### src/sv/pdbc_pkg.sv
// ----------------------------------------------------------------------------
// pdbc_pkg
// Types and constants shared by the packet deframer with BSD checksum.
// ----------------------------------------------------------------------------
package pdbc_pkg;

	// Longest accepted length field (message ID plus payload)
	localparam logic [7:0] MAX_LEN = 8'd128;

	// Register reset values
	localparam logic [7:0] START_BYTE_RST = 8'hCC;
	localparam logic [7:0] END_BYTE_RST   = 8'hB9;

	// Register indexes
	localparam logic CFG_START_BYTE = 1'b0;
	localparam logic CFG_END_BYTE   = 1'b1;

	typedef enum logic [2:0] {
		PH_HUNT = 3'd0,
		PH_LEN  = 3'd1,
		PH_BODY = 3'd2,
		PH_TAIL = 3'd3,
		PH_CSUM = 3'd4
	} phase_t;

	typedef enum logic [2:0] {
		ST_NONE   = 3'd0,
		ST_GOOD   = 3'd1,
		ST_BADSUM = 3'd2,
		ST_NOEND  = 3'd3,
		ST_BADLEN = 3'd4
	} status_t;

	typedef struct packed {
		phase_t     phase;
		logic [7:0] exp_len;
		logic [7:0] seen;
		logic [7:0] sum;
	} frame_state_t;

	typedef struct packed {
		status_t    status;
		logic       byte_valid;
		logic [7:0] byte_value;
		logic [6:0] byte_index;
		logic [7:0] packet_length;
		logic [7:0] computed_checksum;
	} frame_result_t;

	// BSD checksum step: rotate right by one, then add the byte
	function automatic logic [7:0] bsd_fold(input logic [7:0] sum, input logic [7:0] b);
		logic [7:0] rot;
		rot = {sum[0], sum[7:1]};
		return rot + b;
	endfunction

endpackage

### src/sv/pdbc_step.sv
// ----------------------------------------------------------------------------
// pdbc_step
// Per-byte deframer update: next frame state and the result for one item.
// ----------------------------------------------------------------------------
module pdbc_step import pdbc_pkg::*; (
	input  frame_state_t  st,
	input  logic [7:0]    rx,
	input  logic [7:0]    start_byte,
	input  logic [7:0]    end_byte,
	output frame_state_t  st_nxt,
	output frame_result_t res
);

	logic [7:0] seen_inc;

	assign seen_inc = st.seen + 8'd1;

	// Next state
	always_comb begin
		st_nxt = st;
		unique case (st.phase)
			PH_LEN: begin
				st_nxt.exp_len = rx;
				if (rx == 8'd0 || rx > MAX_LEN) begin
					st_nxt.phase = PH_HUNT;
				end else begin
					st_nxt.phase = PH_BODY;
				end
			end
			PH_BODY: begin
				st_nxt.sum  = bsd_fold(st.sum, rx);
				st_nxt.seen = seen_inc;
				if (seen_inc >= st.exp_len) begin
					st_nxt.phase = PH_TAIL;
				end
			end
			PH_TAIL: begin
				st_nxt.phase = (rx == end_byte) ? PH_CSUM : PH_HUNT;
			end
			PH_CSUM: begin
				st_nxt.phase = PH_HUNT;
			end
			default: begin
				st_nxt.phase = PH_HUNT;
				if (rx == start_byte) begin
					st_nxt.exp_len = 8'd0;
					st_nxt.seen    = 8'd0;
					st_nxt.sum     = 8'd0;
					st_nxt.phase   = PH_LEN;
				end
			end
		endcase
	end

	// Result for this item
	always_comb begin
		res.status            = ST_NONE;
		res.byte_valid        = 1'b0;
		res.byte_value        = 8'd0;
		res.byte_index        = 7'd0;
		res.packet_length     = st_nxt.exp_len;
		res.computed_checksum = st_nxt.sum;
		unique case (st.phase)
			PH_LEN: begin
				if (rx == 8'd0 || rx > MAX_LEN) begin
					res.status = ST_BADLEN;
				end
			end
			PH_BODY: begin
				res.byte_valid = 1'b1;
				res.byte_value = rx;
				res.byte_index = st.seen[6:0];
			end
			PH_TAIL: begin
				if (rx != end_byte) begin
					res.status = ST_NOEND;
				end
			end
			PH_CSUM: begin
				res.status = (rx == st.sum) ? ST_GOOD : ST_BADSUM;
			end
			default: begin
				res.status = ST_NONE;
			end
		endcase
	end

endmodule

### src/sv/packet_deframer_bsd_checksum_core.sv
// ----------------------------------------------------------------------------
// packet_deframer_bsd_checksum_core
// Serial packet deframer with 8-bit BSD rotate-and-add checksum.
// ----------------------------------------------------------------------------
// Takes one received byte per item and returns exactly one result per item.
// Frame: start byte, length byte (ID plus payload, 1..128), that many bytes,
// end byte, checksum byte. ID and payload bytes come out with their index;
// status reports good packet, bad checksum, missing end byte or bad length.
// Throughput is one item per clock while the output is not stalled. An item
// passes through one input register, the per-byte state update, and one
// result register. The input side stalls only while its register holds an
// item and the result register is full and stalled.
module packet_deframer_bsd_checksum_core import pdbc_pkg::*; (
	input  logic       clk,
	input  logic       arst_n,
	// configuration
	input  logic       cfg_we,
	input  logic       cfg_index,
	input  logic [7:0] cfg_wdata,
	// input channel
	input  logic       in_valid,
	output logic       in_stall,
	input  logic [7:0] rx_byte,
	// output channel
	output logic       out_valid,
	input  logic       out_stall,
	output logic [2:0] status,
	output logic       byte_valid,
	output logic [7:0] byte_value,
	output logic [6:0] byte_index,
	output logic [7:0] packet_length,
	output logic [7:0] computed_checksum
);

	logic          valid_s1;
	logic [7:0]    byte_s1;
	logic          adv_s1;
	logic [7:0]    start_byte_q;
	logic [7:0]    end_byte_q;
	frame_state_t  st_q;
	frame_state_t  st_nxt;
	frame_result_t res_nxt;
	frame_result_t res_q;
	logic          out_valid_q;

	// Advance stage 1 when the result register is empty or being taken
	assign adv_s1   = valid_s1 && (!out_valid_q || !out_stall);
	assign in_stall = valid_s1 && !adv_s1;

	// Configuration registers
	always_ff @(posedge clk or negedge arst_n) begin
		if (!arst_n) begin
			start_byte_q <= START_BYTE_RST;
			end_byte_q   <= END_BYTE_RST;
		end else if (cfg_we) begin
			unique case (cfg_index)
				CFG_START_BYTE: start_byte_q <= cfg_wdata;
				CFG_END_BYTE:   end_byte_q   <= cfg_wdata;
				default:        start_byte_q <= start_byte_q;
			endcase
		end
	end

	// Input register
	always_ff @(posedge clk or negedge arst_n) begin
		if (!arst_n) begin
			valid_s1 <= 1'b0;
		end else if (!in_stall) begin
			valid_s1 <= in_valid;
		end
	end

	always_ff @(posedge clk) begin
		if (in_valid && !in_stall) begin
			byte_s1 <= rx_byte;
		end
	end

	pdbc_step u_step (
		.st         (st_q),
		.rx         (byte_s1),
		.start_byte (start_byte_q),
		.end_byte   (end_byte_q),
		.st_nxt     (st_nxt),
		.res        (res_nxt)
	);

	// Frame state: update once per processed item
	always_ff @(posedge clk or negedge arst_n) begin
		if (!arst_n) begin
			st_q.phase   <= PH_HUNT;
			st_q.exp_len <= 8'd0;
			st_q.seen    <= 8'd0;
			st_q.sum     <= 8'd0;
		end else if (adv_s1) begin
			st_q <= st_nxt;
		end
	end

	// Result register
	always_ff @(posedge clk or negedge arst_n) begin
		if (!arst_n) begin
			out_valid_q <= 1'b0;
		end else if (adv_s1) begin
			out_valid_q <= 1'b1;
		end else if (!out_stall) begin
			out_valid_q <= 1'b0;
		end
	end

	always_ff @(posedge clk) begin
		if (adv_s1) begin
			res_q <= res_nxt;
		end
	end

	assign out_valid         = out_valid_q;
	assign status            = res_q.status;
	assign byte_valid        = res_q.byte_valid;
	assign byte_value        = res_q.byte_value;
	assign byte_index        = res_q.byte_index;
	assign packet_length     = res_q.packet_length;
	assign computed_checksum = res_q.computed_checksum;

	// Body phase always has bytes left to take
	a_body_count: assert property (@(posedge clk) disable iff (!arst_n)
		st_q.phase == PH_BODY |-> st_q.seen < st_q.exp_len)
		else $error("body phase with no bytes left");

	// Body phase only with a legal length
	a_body_len: assert property (@(posedge clk) disable iff (!arst_n)
		st_q.phase == PH_BODY |-> (st_q.exp_len != 8'd0 && st_q.exp_len <= MAX_LEN))
		else $error("body phase with illegal length");

	// A data byte never carries a status
	a_data_no_status: assert property (@(posedge clk) disable iff (!arst_n)
		out_valid_q && res_q.byte_valid |-> res_q.status == ST_NONE)
		else $error("data byte with status");

	// A blocked item holds in stage 1
	a_s1_hold: assert property (@(posedge clk) disable iff (!arst_n)
		valid_s1 && !adv_s1 |=> valid_s1 && $stable(byte_s1))
		else $error("stage 1 item lost while blocked");

endmodule
### config.mk
export PLATFORM = sky130hd
export DESIGN_NAME = packet_deframer_bsd_checksum_core
export DESIGN_NICKNAME = d
export VERILOG_FILES = /design/src/sv/pdbc_pkg.sv /design/src/sv/pdbc_step.sv /design/src/sv/packet_deframer_bsd_checksum_core.sv
export SDC_FILE = /design/constraint.sdc
export NUM_CORES = 1
export LEC_CHECK = 0
export CAP_MARGIN = 10
export CORE_MARGIN = 2
export CORE_UTILIZATION = 55
export CTS_BUF_LIST = sky130_fd_sc_hd__clkbuf_8
export DETAILED_ROUTE_END_ITERATION = 6
export DONT_BUFFER_PORTS = 1
export PLACE_DENSITY = 0.7
export SYNTH_ARGS = -nofsm -noshare
export SYNTH_HDL_FRONTEND = slang
export SYNTH_SLANG_ARGS = --single-unit
### constraint.sdc
create_clock -name clk -period 3.09 [get_ports clk]
set_clock_uncertainty 0.05 [all_clocks]
set_input_delay 0 -clock clk [delete_from_list [all_inputs] [get_ports clk]]
set_output_delay 0 -clock clk [all_outputs]
set_load 0.02 [all_outputs]
==> results of run 1 <==
final timing paths:
path	end	cells after the start
setup / recovery	computed_checksum[6]$_DFFE_PP_	8
hold reg to reg	out_valid$_DFFE_PN0P_	1
setup reg to reg	computed_checksum[6]$_DFFE_PP_	8
max in group asynchronous	start_byte_q[6]$_DFFE_PN1P_	2
min in group asynchronous	end_byte_q[1]$_DFFE_PN0P_	2
hold / removal	start_byte_q[5]$_DFFE_PN0P_	2
metal layers:
metal / track usage / share of wire
met3: 0.0546 / 0.046
met4: 0.0749 / 0.018
met2: 0.365 / 0.50
met1: 0.294 / 0.43
met5: 0 / 0
cells by family after synthesis:
kind of cell,count (synthesis),share of synthesized area
flops,88,0.549
compound gates,82,0.149
simple gates,74,0.0925
buf+inv,39,0.0407
xor+xnor,36,0.0713
mux,19,0.0478
fa+ha+maj,17,0.0498
per-stage QoR:
step	util	worst slack [ps]	area (um2)	total power, uW
2_1_floorplan	-	909	4420	3460
3_3_place_gp	0.573	675	4450	3800
3_5_place_dp	0.573	626	4450	3850
4_1_cts	0.631	617	4900	4760
5_1_grt	0.631	514	4900	5050
6_report	0.631	601	4900	4730
registers in the layout, summed over array words and instances (netlist names):
| signal | flops |
|---|---|
| byte_index | 7 |
| byte_s1 | 8 |
| byte_valid | 1 |
| byte_value | 8 |
| computed_checksum | 8 |
| end_byte_q | 8 |
| out_valid | 1 |
| packet_length | 8 |
| st_q | 27 |
| start_byte_q | 8 |
| status | 3 |
| valid_s1 | 1 |
worst max-delay path: cells and delay by family, from the launching register on:
kind                     cells  cell delay (ps)
AO/OA/AOI/OAI                3              700
flip-flops                   1              540
adder cells (fa/ha/maj)      2              490
AND/OR/NAND/NOR              2              400
buffers and inverters        1               80
final cells by class:
| cell class | instances | share of cell area |
|---|---|---|
| clock buffers | 9 | 0.0253 |
| clock inverters | 7 | 0.0197 |
| inverters | 18 | 0.0138 |
| multi-input cells | 228 | 0.370 |
| flip-flops and latches | 88 | 0.495 |
| well taps | 102 | 0.0260 |
| repair buffers | 23 | 0.0495 |
synthesized netlist by cell type (3+ instances only):
cell type / number / share of area
inv_1: 16 / 0.014
a22o_1: 16 / 0.032
nand4_1: 7 / 0.0099
buf_2: 9 / 0.010
nor2b_1: 5 / 0.0071
edfxtp_1: 43 / 0.29
xor2_1: 3 / 0.0059
a21oi_1: 7 / 0.0079
xnor2_1: 33 / 0.065
mux2_2: 17 / 0.043
nand3_1: 6 / 0.0068
ha_1: 16 / 0.045
dfstp_2: 9 / 0.053
nor2_1: 13 / 0.011
nand2b_1: 4 / 0.0057
clkbuf_1: 7 / 0.0059
a22oi_1: 9 / 0.015
a21o_1: 6 / 0.010
nor3_1: 5 / 0.0057
nand2_1: 13 / 0.011
and2_1: 13 / 0.018
o31ai_1: 3 / 0.0051
dfrtp_1: 36 / 0.20
o2bb2ai_1: 12 / 0.024
o21ai_0: 6 / 0.0068
a32o_1: 4 / 0.0091
a211oi_1: 4 / 0.0068
power by group through the flow:
stage	combinational [uW]	sequential, uW	clock, uW
6_report	1680	2180	872
5_1_grt	1900	2220	929
4_1_cts	1690	2180	886
3_5_place_dp	1650	2200	0
3_3_place_gp	1610	2190	0
2_1_floorplan	1400	2060	0
==> reports/qor.csv, run 1 <==
stage,metric,value,unit
setup_path,crit_path_start,byte_s1[0]$_DFFE_PP_,
place,dpl.hpwl,6190,um
grt,track_usage,0.223,
yosys,synthesis.nets,394,
place,portBuffers,0,
power,sw_frac_of_total,0.379,
sta,finalSetupViolCount,0,
place,placed_cells,438,
clocking,ctsHoldBuffers,21,
floorplanning,ioPinCount,59,
setup_path,r2r_setup_slack,600,ps
cells_and_area,n_fill_cell,627,
cells_and_area,final_common_cell,edfxtp_1,
clocking,clock_sinks,88,
clocking,cts.clk_slew.worst_paths,90,ps
setup_path,cp.required,3150,ps
run,cap_viol_max_count,0,
route,vias,2801,
sta,relSlewSlack,0.343,
power,leakage,0.00189,uW
yosys,synth_cell_type_count,53,
floorplanning,die_width,93.7,um
route,drt_iter0_markers,154,
power,power_frac_seq,0.460,
yosys,synthesis.area,4420,um2
cells_and_area,multi_input_area,1820,um2
clocking,clock-root-buffer,clkbuf_8,
clocking,tritoncts,built,
setup_path,cp.arrival,2550,ps
setup_path,crit_slowest_cell,edfxtp_1,
route,viasPerCell,5.90,
route,firstDrtPassIters,4,
sta,fmax,402,MHz
power,ir_drop,0.495,mV
setup_path,worstPathMaxFanout,8,
grt,grt_pass1_vias,2855,
setup_path,path_cells,ha_1 > inv_1 > fa_1 > nor2b_1 > o31a_1 > o21a_1 > or3_1 > a32o_1,
yosys,synthFlopType,edfxtp_1,
yosys,syn_area_per_cell,12.5,um2
route,wire_per_inst,18.9,um
setup_path,worstSetupStartpointType,flop,
yosys,synth_warnings,0,
clocking,cts.repair.resized,0,
cells_and_area,nNetsFinal,407,
power,switchingPower,1790,uW
grt,antenna_found_initial,0,
min_path,hold_class,primary input to flop,
yosys,synth-seq-cells,88,
run_status,run_status,finished clean,
sta,post-route-period-util,0.805,
setup_path,critPathKind,flop to flop,
cells_and_area,final_cell_mix,"edfxtp_1 (43), dfrtp_1 (36), xnor2_1 (33), dlygate4sd3_1 (20)",
place,gp_congestion,0.867,
route,drc,0,
sta,hold_viol,0,
power,p_per_area,965,nW/um2
cells_and_area,area.growth.synth_to_final,10.8,%
setup_path,reg2reg_from,byte_s1[0]$_DFFE_PP_,
sta,period_needed,2490,ps
floorplanning,die_y,93.7,um
clocking,clk_path_buf_depth,2,
grt,grt_pass1_wl,14800,um
clocking,cts_buffers,9,
sta,worst_pin_slew,978,ps
cells_and_area,seq_area,2430,um2
clocking,htree_num_levels,3,
yosys,ys_seq_area_frac,0.549,
route,routed_wl,8990,um
floorplanning,dieArea,8780,um2
route,ant_nets,0,
power,clockPowerShare,0.184,
setup_path,critPathMaxStageDelay,540,ps
yosys,synth_cells,355,
sta,final-max-slew-violation-count,0,
setup_path,cp-end-kind,flop,
sta,rsz0062_at_grt,no,
floorplanning,fp.coreArea,7770,um2
floorplanning,rows,32,
yosys,synth_edf_count,43,
power,internal-power,2940,uW
min_path,worstHoldStart,cfg_index,
cells_and_area,antenna_cells,0,
grt,grt_max_degree,46,
cells_and_area,fin_cells,475,
cells_and_area,drive_gt1_frac,0.142,
power,combPwrFrac,0.356,
sta,whs,21.9,ps
clocking,postCtsSetupRepairBufs,0,
sta,fin_setup_tns,0,ps
grt,grt_overflow_total,0,
floorplanning,start_util,0.570,
clocking,clock_latency,350,ps
yosys,synth-async-reset-ratio,0.511,
Note: power is estimated with default switching activity, not from simulation.
==> inputs of run 2 (changes only) <==
--- a/config.mk
+++ b/config.mk
@@ -5,6 +5,7 @@
 export SDC_FILE = /design/constraint.sdc
 export NUM_CORES = 1
 export LEC_CHECK = 0
+export ABC_AREA = 1
 export CAP_MARGIN = 10
 export CORE_MARGIN = 2
 export CORE_UTILIZATION = 55
==> constraint.sdc (replaced) <==
create_clock -name clk -period 2.4 [get_ports clk]
set_clock_uncertainty 0.05 [all_clocks]
set_input_delay 0 -clock clk [delete_from_list [all_inputs] [get_ports clk]]
set_output_delay 0 -clock clk [all_outputs]
set_load 0.02 [all_outputs]
==> reports/qor.csv, run 2 <==
stage,metric,value,unit
grt,antenna_found_initial,0,
grt,grt_pass1_wl,16600,um
sta,period_needed,2260,ps
power,clockPowerShare,0.218,
clocking,clock-root-buffer,clkbuf_8,
place,placed_cells,609,
yosys,netlist.area_leader.share,0.282,
sta,fin_ws,140,ps
cells_and_area,final_cell_mix,"nand2_1 (165), inv_1 (57), edfxtp_1 (43), dfrtp_1 (35), nand3_1 (33)",
power,sw_frac_of_total,0.387,
clocking,clock_sinks,88,
cells_and_area,drive_gt1_frac,0.127,
yosys,synth_top_family_by_area,simple AND/OR/NAND/NOR gates,
floorplanning,start_util,0.564,
yosys,synth_area_leaders,"edfxtp_1 (28%), dfrtp_1 (20%), nand2_1 (14%)",
power,power_frac_seq,0.450,
yosys,synthesis.nets,549,
setup_path,worstPathMaxFanout,5,
place,gp_congestion,0.940,
route,ant_nets,0,
cells_and_area,finish.utilization,0.638,
clocking,clock_latency,360,ps
run,cap_viol_max_count,0,
yosys,ys_top_cells_by_count,"nand2_1 (166), inv_1 (58), edfxtp_1 (43), dfrtp_1 (36), nand3_1 (34)",
setup_path,cp.arrival,2510,ps
cells_and_area,n_fill_cell,662,
yosys,yosysMostFrequentCell,nand2_1,
yosys,synth-xor-area-share,0.0459,
yosys,synth_cells,510,
sta,fmax,442,MHz
setup_path,worstSetupStartpointType,flop,
power,ir_drop,0.515,mV
cells_and_area,largest_reg_flops,27,
sta,hold_viol,0,
place,portBuffers,0,
cells_and_area,seq_area,2430,um2
route,vias,3472,
min_path,hold_class,primary input to flop,
route,viasPerCell,5.37,
grt,grt_pass1_vias,3438,
yosys,synth_compound_area_frac,0.0524,
place,dpl.hpwl,6900,um
yosys,synth-async-reset-ratio,0.511,
place,dpl_worst_slack,233,ps
cells_and_area,nNetsFinal,576,
power,switchingPower,2130,uW
grt,track_usage,0.244,
sta,rsz0062_at_grt,yes,
yosys,syn_area_per_cell,8.99,um2
clocking,cts.clk_slew.worst_paths,90,ps
floorplanning,die_width,95.3,um
power,power.total,5510,uW
clocking,cts_buffers,9,
clocking,clk_path_buf_depth,2,
power,combPwrFrac,0.332,
grt,grt_max_degree,46,
sta,fin_setup_tns,0,ps
cells_and_area,antenna_cells,0,
floorplanning,ioPinCount,59,
grt,grt_overflow_total,0,
route,firstDrtPassIters,4,
yosys,synthMuxAreaShare,0,
yosys,ys_seq_area_frac,0.530,
power,internal-power,3370,uW
power,leakage,0.00247,uW
yosys,synth_cell_type_count,38,
sta,worst_pin_slew,506,ps
cells_and_area,fin_cells,647,
floorplanning,fp.coreArea,8130,um2
sta,finalSetupViolCount,0,
yosys,synth_edf_count,43,
sta,final-max-slew-violation-count,0,
route,wire_per_inst,15.5,um
yosys,synth_top_area_cell,edfxtp_1,
sta,post-route-period-util,0.942,
sta,relSlewSlack,0.662,
floorplanning,dieArea,9080,um2
power,p_per_area,1060,nW/um2
cells_and_area,final_common_cell,nand2_1,
floorplanning,rows,33,
yosys,synth-simple-area-share,0.255,
floorplanning,die_y,95.3,um
setup_path,cp.required,2650,ps
yosys,synthesis.area,4580,um2
cells_and_area,area.growth.synth_to_final,13.3,%
yosys,synth-seq-cells,88,
route,drt_iter0_markers,192,
setup_path,critPathKind,flop to flop,
route,routed_wl,10000,um
run_status,run_status,finished clean,
clocking,htree_num_levels,3,
clocking,tritoncts,built,
yosys,synth-adder-area-share,0.0480,
yosys,synth_warnings,0,
cells_and_area,multi_input_area,1860,um2
cells_and_area,top_register,st_q,
setup_path,cp-end-kind,flop,
yosys,synthFlopType,edfxtp_1,
route,drc,0,
## run 2: metal layers
metal,track usage,routed length (um),share of wire
met2,0.402,4900,0.49
met3,0.0553,492,0.049
met1,0.311,4410,0.44
met4,0.101,236,0.023
met5,0,0,0
## run 2: path summary, 6_finish.rpt
| path | cells past startpoint | slack (ps) | startpoint | end |
|---|---|---|---|---|
| worst max register to register | 12 | 140 | st_q[8]$_DFFE_PN0P_ | st_q[24]$_DFFE_PN0P_ |
| worst min register to register | 2 | 440 | valid_s1$_DFFE_PN0N_ | out_valid$_DFFE_PN0P_ |
| worst max-delay path | 12 | 140 | st_q[8]$_DFFE_PN0P_ | st_q[24]$_DFFE_PN0P_ |
| min in group asynchronous | 2 | 80 | arst_n | st_q[21]$_DFFE_PN0P_ |
| worst min-delay path | 3 | 20 | cfg_we | end_byte_q[3]$_DFFE_PN1P_ |
| max in group asynchronous | 2 | 1940 | arst_n | end_byte_q[4]$_DFFE_PN1P_ |
## run 2: what timing repair did
| item | CTS | global route |
|---|---|---|
| resized for setup | 0 | 9 |
| setup endpoints to repair | 0 | 2 |
| setup buffers | 0 | 2 |
| hold buffers | 20 | 0 |
| hold endpoints to repair | 79 | 0 |
## run 2: final cells by class
cell class              instances  share of cell area
clock buffers                   9              0.0239
clock inverters                 7              0.0212
inverters                      64              0.0463
multi-input cells             344               0.359
flip-flops and latches         88               0.468
well taps                     105              0.0253
repair buffers                 30              0.0564
## run 2: logic make-up (layout without fill, tap and decap cells)
kind of cell,after synthesis,in the layout
fa+ha+maj,17,17
flops,88,88
xor+xnor,24,24
compound gates,41,41
simple gates,262,262
buf+inv,78,110
## run 2: per-stage QoR
| stage | hold slack, ps | cell area, um2 |
|---|---|---|
| after detailed placement | -343 | 4700 |
| final | 22.0 | 5190 |
| after CTS | 31.2 | 5150 |
| after global placement | -343 | 4700 |
| after global routing | 78.0 | 5190 |
| after floorplan | -346 | 4590 |
## run 2: critical path, cell delays in order (launching register included)
cell     delay, ps
dfrtp_1        430
ha_2           230
nand3_2        100
nor3_2         200
xor2_1         240
ha_1           290
nand2_2        120
inv_2           50
a21oi_2        110
nand4_1        140
nand2_1        130
nand2_1         50
nand2_1         70
## run 2: power by group through the flow
stage	clock network [uW]	logic, uW	registers, uW
6_report	1200	1830	2480
5_1_grt	1280	2080	2520
4_1_cts	1210	1760	2470
3_5_place_dp	0	1710	2500
3_3_place_gp	0	1650	2490
2_1_floorplan	0	1350	2410
==> inputs of run 3 (changes only) <==
--- a/config.mk
+++ b/config.mk
@@ -13,6 +13,7 @@
 export DETAILED_ROUTE_END_ITERATION = 6
 export DONT_BUFFER_PORTS = 1
 export PLACE_DENSITY = 0.7
+export SETUP_SLACK_MARGIN = 0.4
 export SYNTH_ARGS = -nofsm -noshare
 export SYNTH_HDL_FRONTEND = slang
 export SYNTH_SLANG_ARGS = --single-unit
==> reports/qor.csv, run 3 (synthesized netlist as in run 2, its figures left out) <==
stage,metric,value,unit
run_status,run_status,finished clean,
run,cap_viol_max_count,0,
clocking,clock_latency,370,ps
floorplanning,start_util,0.564,
sta,worst_pin_slew,521,ps
floorplanning,ioPinCount,59,
cells_and_area,nNetsFinal,597,
sta,relSlewSlack,0.652,
cells_and_area,final_cell_mix,"nand2_1 (163), inv_1 (59), edfxtp_1 (43), dfrtp_1 (36), nand3_1 (32)",
cells_and_area,fin_cells,668,
setup_path,cp.arrival,2290,ps
power,leakage,0.00257,uW
grt,grt_pass1_wl,16800,um
floorplanning,die_width,95.3,um
place,gp_congestion,0.977,
grt,antenna_found_initial,0,
sta,fmax,481,MHz
sta,fin_setup_tns,0,ps
grt,grt_max_degree,46,
power,switchingPower,2160,uW
setup_path,critPathMaxStageDelay,400,ps
sta,final-max-slew-violation-count,0,
setup_path,cp-end-kind,flop,
power,internal-power,3160,uW
floorplanning,fp.coreArea,8130,um2
floorplanning,rows,33,
min_path,hold_class,primary input to flop,
setup_path,worstPathMaxFanout,3,
clocking,clock_sinks,88,
place,placed_cells,610,
clocking,tritoncts,built,
grt,grt_pass1_vias,3431,
cells_and_area,antenna_cells,0,
sta,rsz0062_at_grt,yes,
setup_path,worstSetupStartpointType,flop,
sta,period_needed,2080,ps
setup_path,crit_slowest_cell,dfrtp_1,
setup_path,path_cells,ha_2 > nand3_2 > buf_4 > xor2_1 > inv_1 > ha_1 > nand2_1 > nor2_2 > nand4_1 > nand4_1 > nand2_1 > nand2_1 > nand2_1,
power,ir_drop,0.540,mV
power,power_frac_seq,0.463,
grt,grt_overflow_total,0,
floorplanning,dieArea,9080,um2
setup_path,critPathKind,flop to flop,
setup_path,crit_top_cell,nand2_1,
cells_and_area,largest_reg_flops,27,
place,portBuffers,0,
clocking,htree_num_levels,3,
clocking,clock-root-buffer,clkbuf_8,
sta,hold_viol,0,
power,sw_frac_of_total,0.406,
route,wire_per_inst,15.7,um
setup_path,cp.required,2610,ps
power,p_per_area,999,nW/um2
cells_and_area,drive_gt1_frac,0.171,
route,ant_nets,0,
route,firstDrtPassIters,5,
route,vias,3624,
clocking,cts.clk_slew.worst_paths,80,ps
cells_and_area,final_common_cell,nand2_1,
sta,finalSetupViolCount,0,
grt,track_usage,0.248,
clocking,clk_path_buf_depth,2,
place,dpl.hpwl,6990,um
route,viasPerCell,5.43,
power,clockPowerShare,0.175,
route,routed_wl,10500,um
sta,post-route-period-util,0.866,
route,drc,0,
route,drt_iter0_markers,253,
cells_and_area,top_register,st_q,
power,combPwrFrac,0.362,
clocking,cts_buffers,9,
floorplanning,die_y,95.3,um
cells_and_area,area.growth.synth_to_final,16.3,%
## run 3: cell types whose count changed in the layout (fill, tap and decap cells not counted), moves of 2 or more
cell	previous run	this run
nand2_1	165	163
clkbuf_8	9	11
ha_1	15	13
buf_4	10	31
inv_1	57	59
bufinv_16	3	0
## run 3: metrics by stage
step                      utilization  hold WS (ps)  area (um2)  total power [uW]  worst slack (ps)
after floorplan                     -          -346        4590              3760               445
after global placement          0.579          -343        4710              4150               331
after detailed placement        0.579          -343        4710              4210               230
after CTS                       0.638          36.6        5190              5240               318
after global routing            0.656           102        5330              5680               138
final                           0.656          34.4        5330              5330               322
## run 3: timing repair
action,CTS,global route
setup buffers,8,14
pin swaps,10,6
endpoints found under the hold margin,79,0
setup endpoints to repair,3,21
cloned,0,0
hold buffers,20,0
gates resized for setup,8,8
## run 3: per-layer routing
layer  GRT usage  share of wire  vias to the layer above
li1            -              -                     1750
met1       0.320           0.43                     1725
met2       0.411           0.50                      123
met3      0.0443          0.047                       26
met4       0.104          0.029                        0
met5           0              0                        -
## run 3: power by group through the flow
stage	clock (uW)	combinational [uW]	sequential, uW
6_report	934	1930	2470
5_1_grt	1000	2170	2510
4_1_cts	945	1830	2470
3_5_place_dp	0	1710	2500
3_3_place_gp	0	1660	2490
2_1_floorplan	0	1350	2410
## run 3: worst paths after layout
check,startpoint,to,slack [ps],cells after the start
min in group asynchronous,arst_n,st_q[21]$_DFFE_PN0P_,90,2
setup / recovery,st_q[9]$_DFFE_PN0P_,st_q[24]$_DFFE_PN0P_,320,13
setup reg to reg,st_q[9]$_DFFE_PN0P_,st_q[24]$_DFFE_PN0P_,320,13
max in group asynchronous,arst_n,start_byte_q[7]$_DFFE_PN1P_,1940,2
hold reg to reg,end_byte_q[4]$_DFFE_PN1P_,end_byte_q[4]$_DFFE_PN1P_,450,2
hold / removal,cfg_we,end_byte_q[4]$_DFFE_PN1P_,30,3
## run 3: critical path: cells and delay by family (launching register included)
family,cells,cell delay [ps]
flops,1,400
simple gates,8,700
xor+xnor,1,120
fa+ha+maj,2,480
buf+inv,2,230
## run 3: final cells by class
type	count	area (um2)
clock buffer	11	151
clock inverter	5	23.8
fill	642	2800
inverter	64	240
multi-input combinational	344	1910
sequential	88	2430
tap	105	131
timing repair buffer	51	450
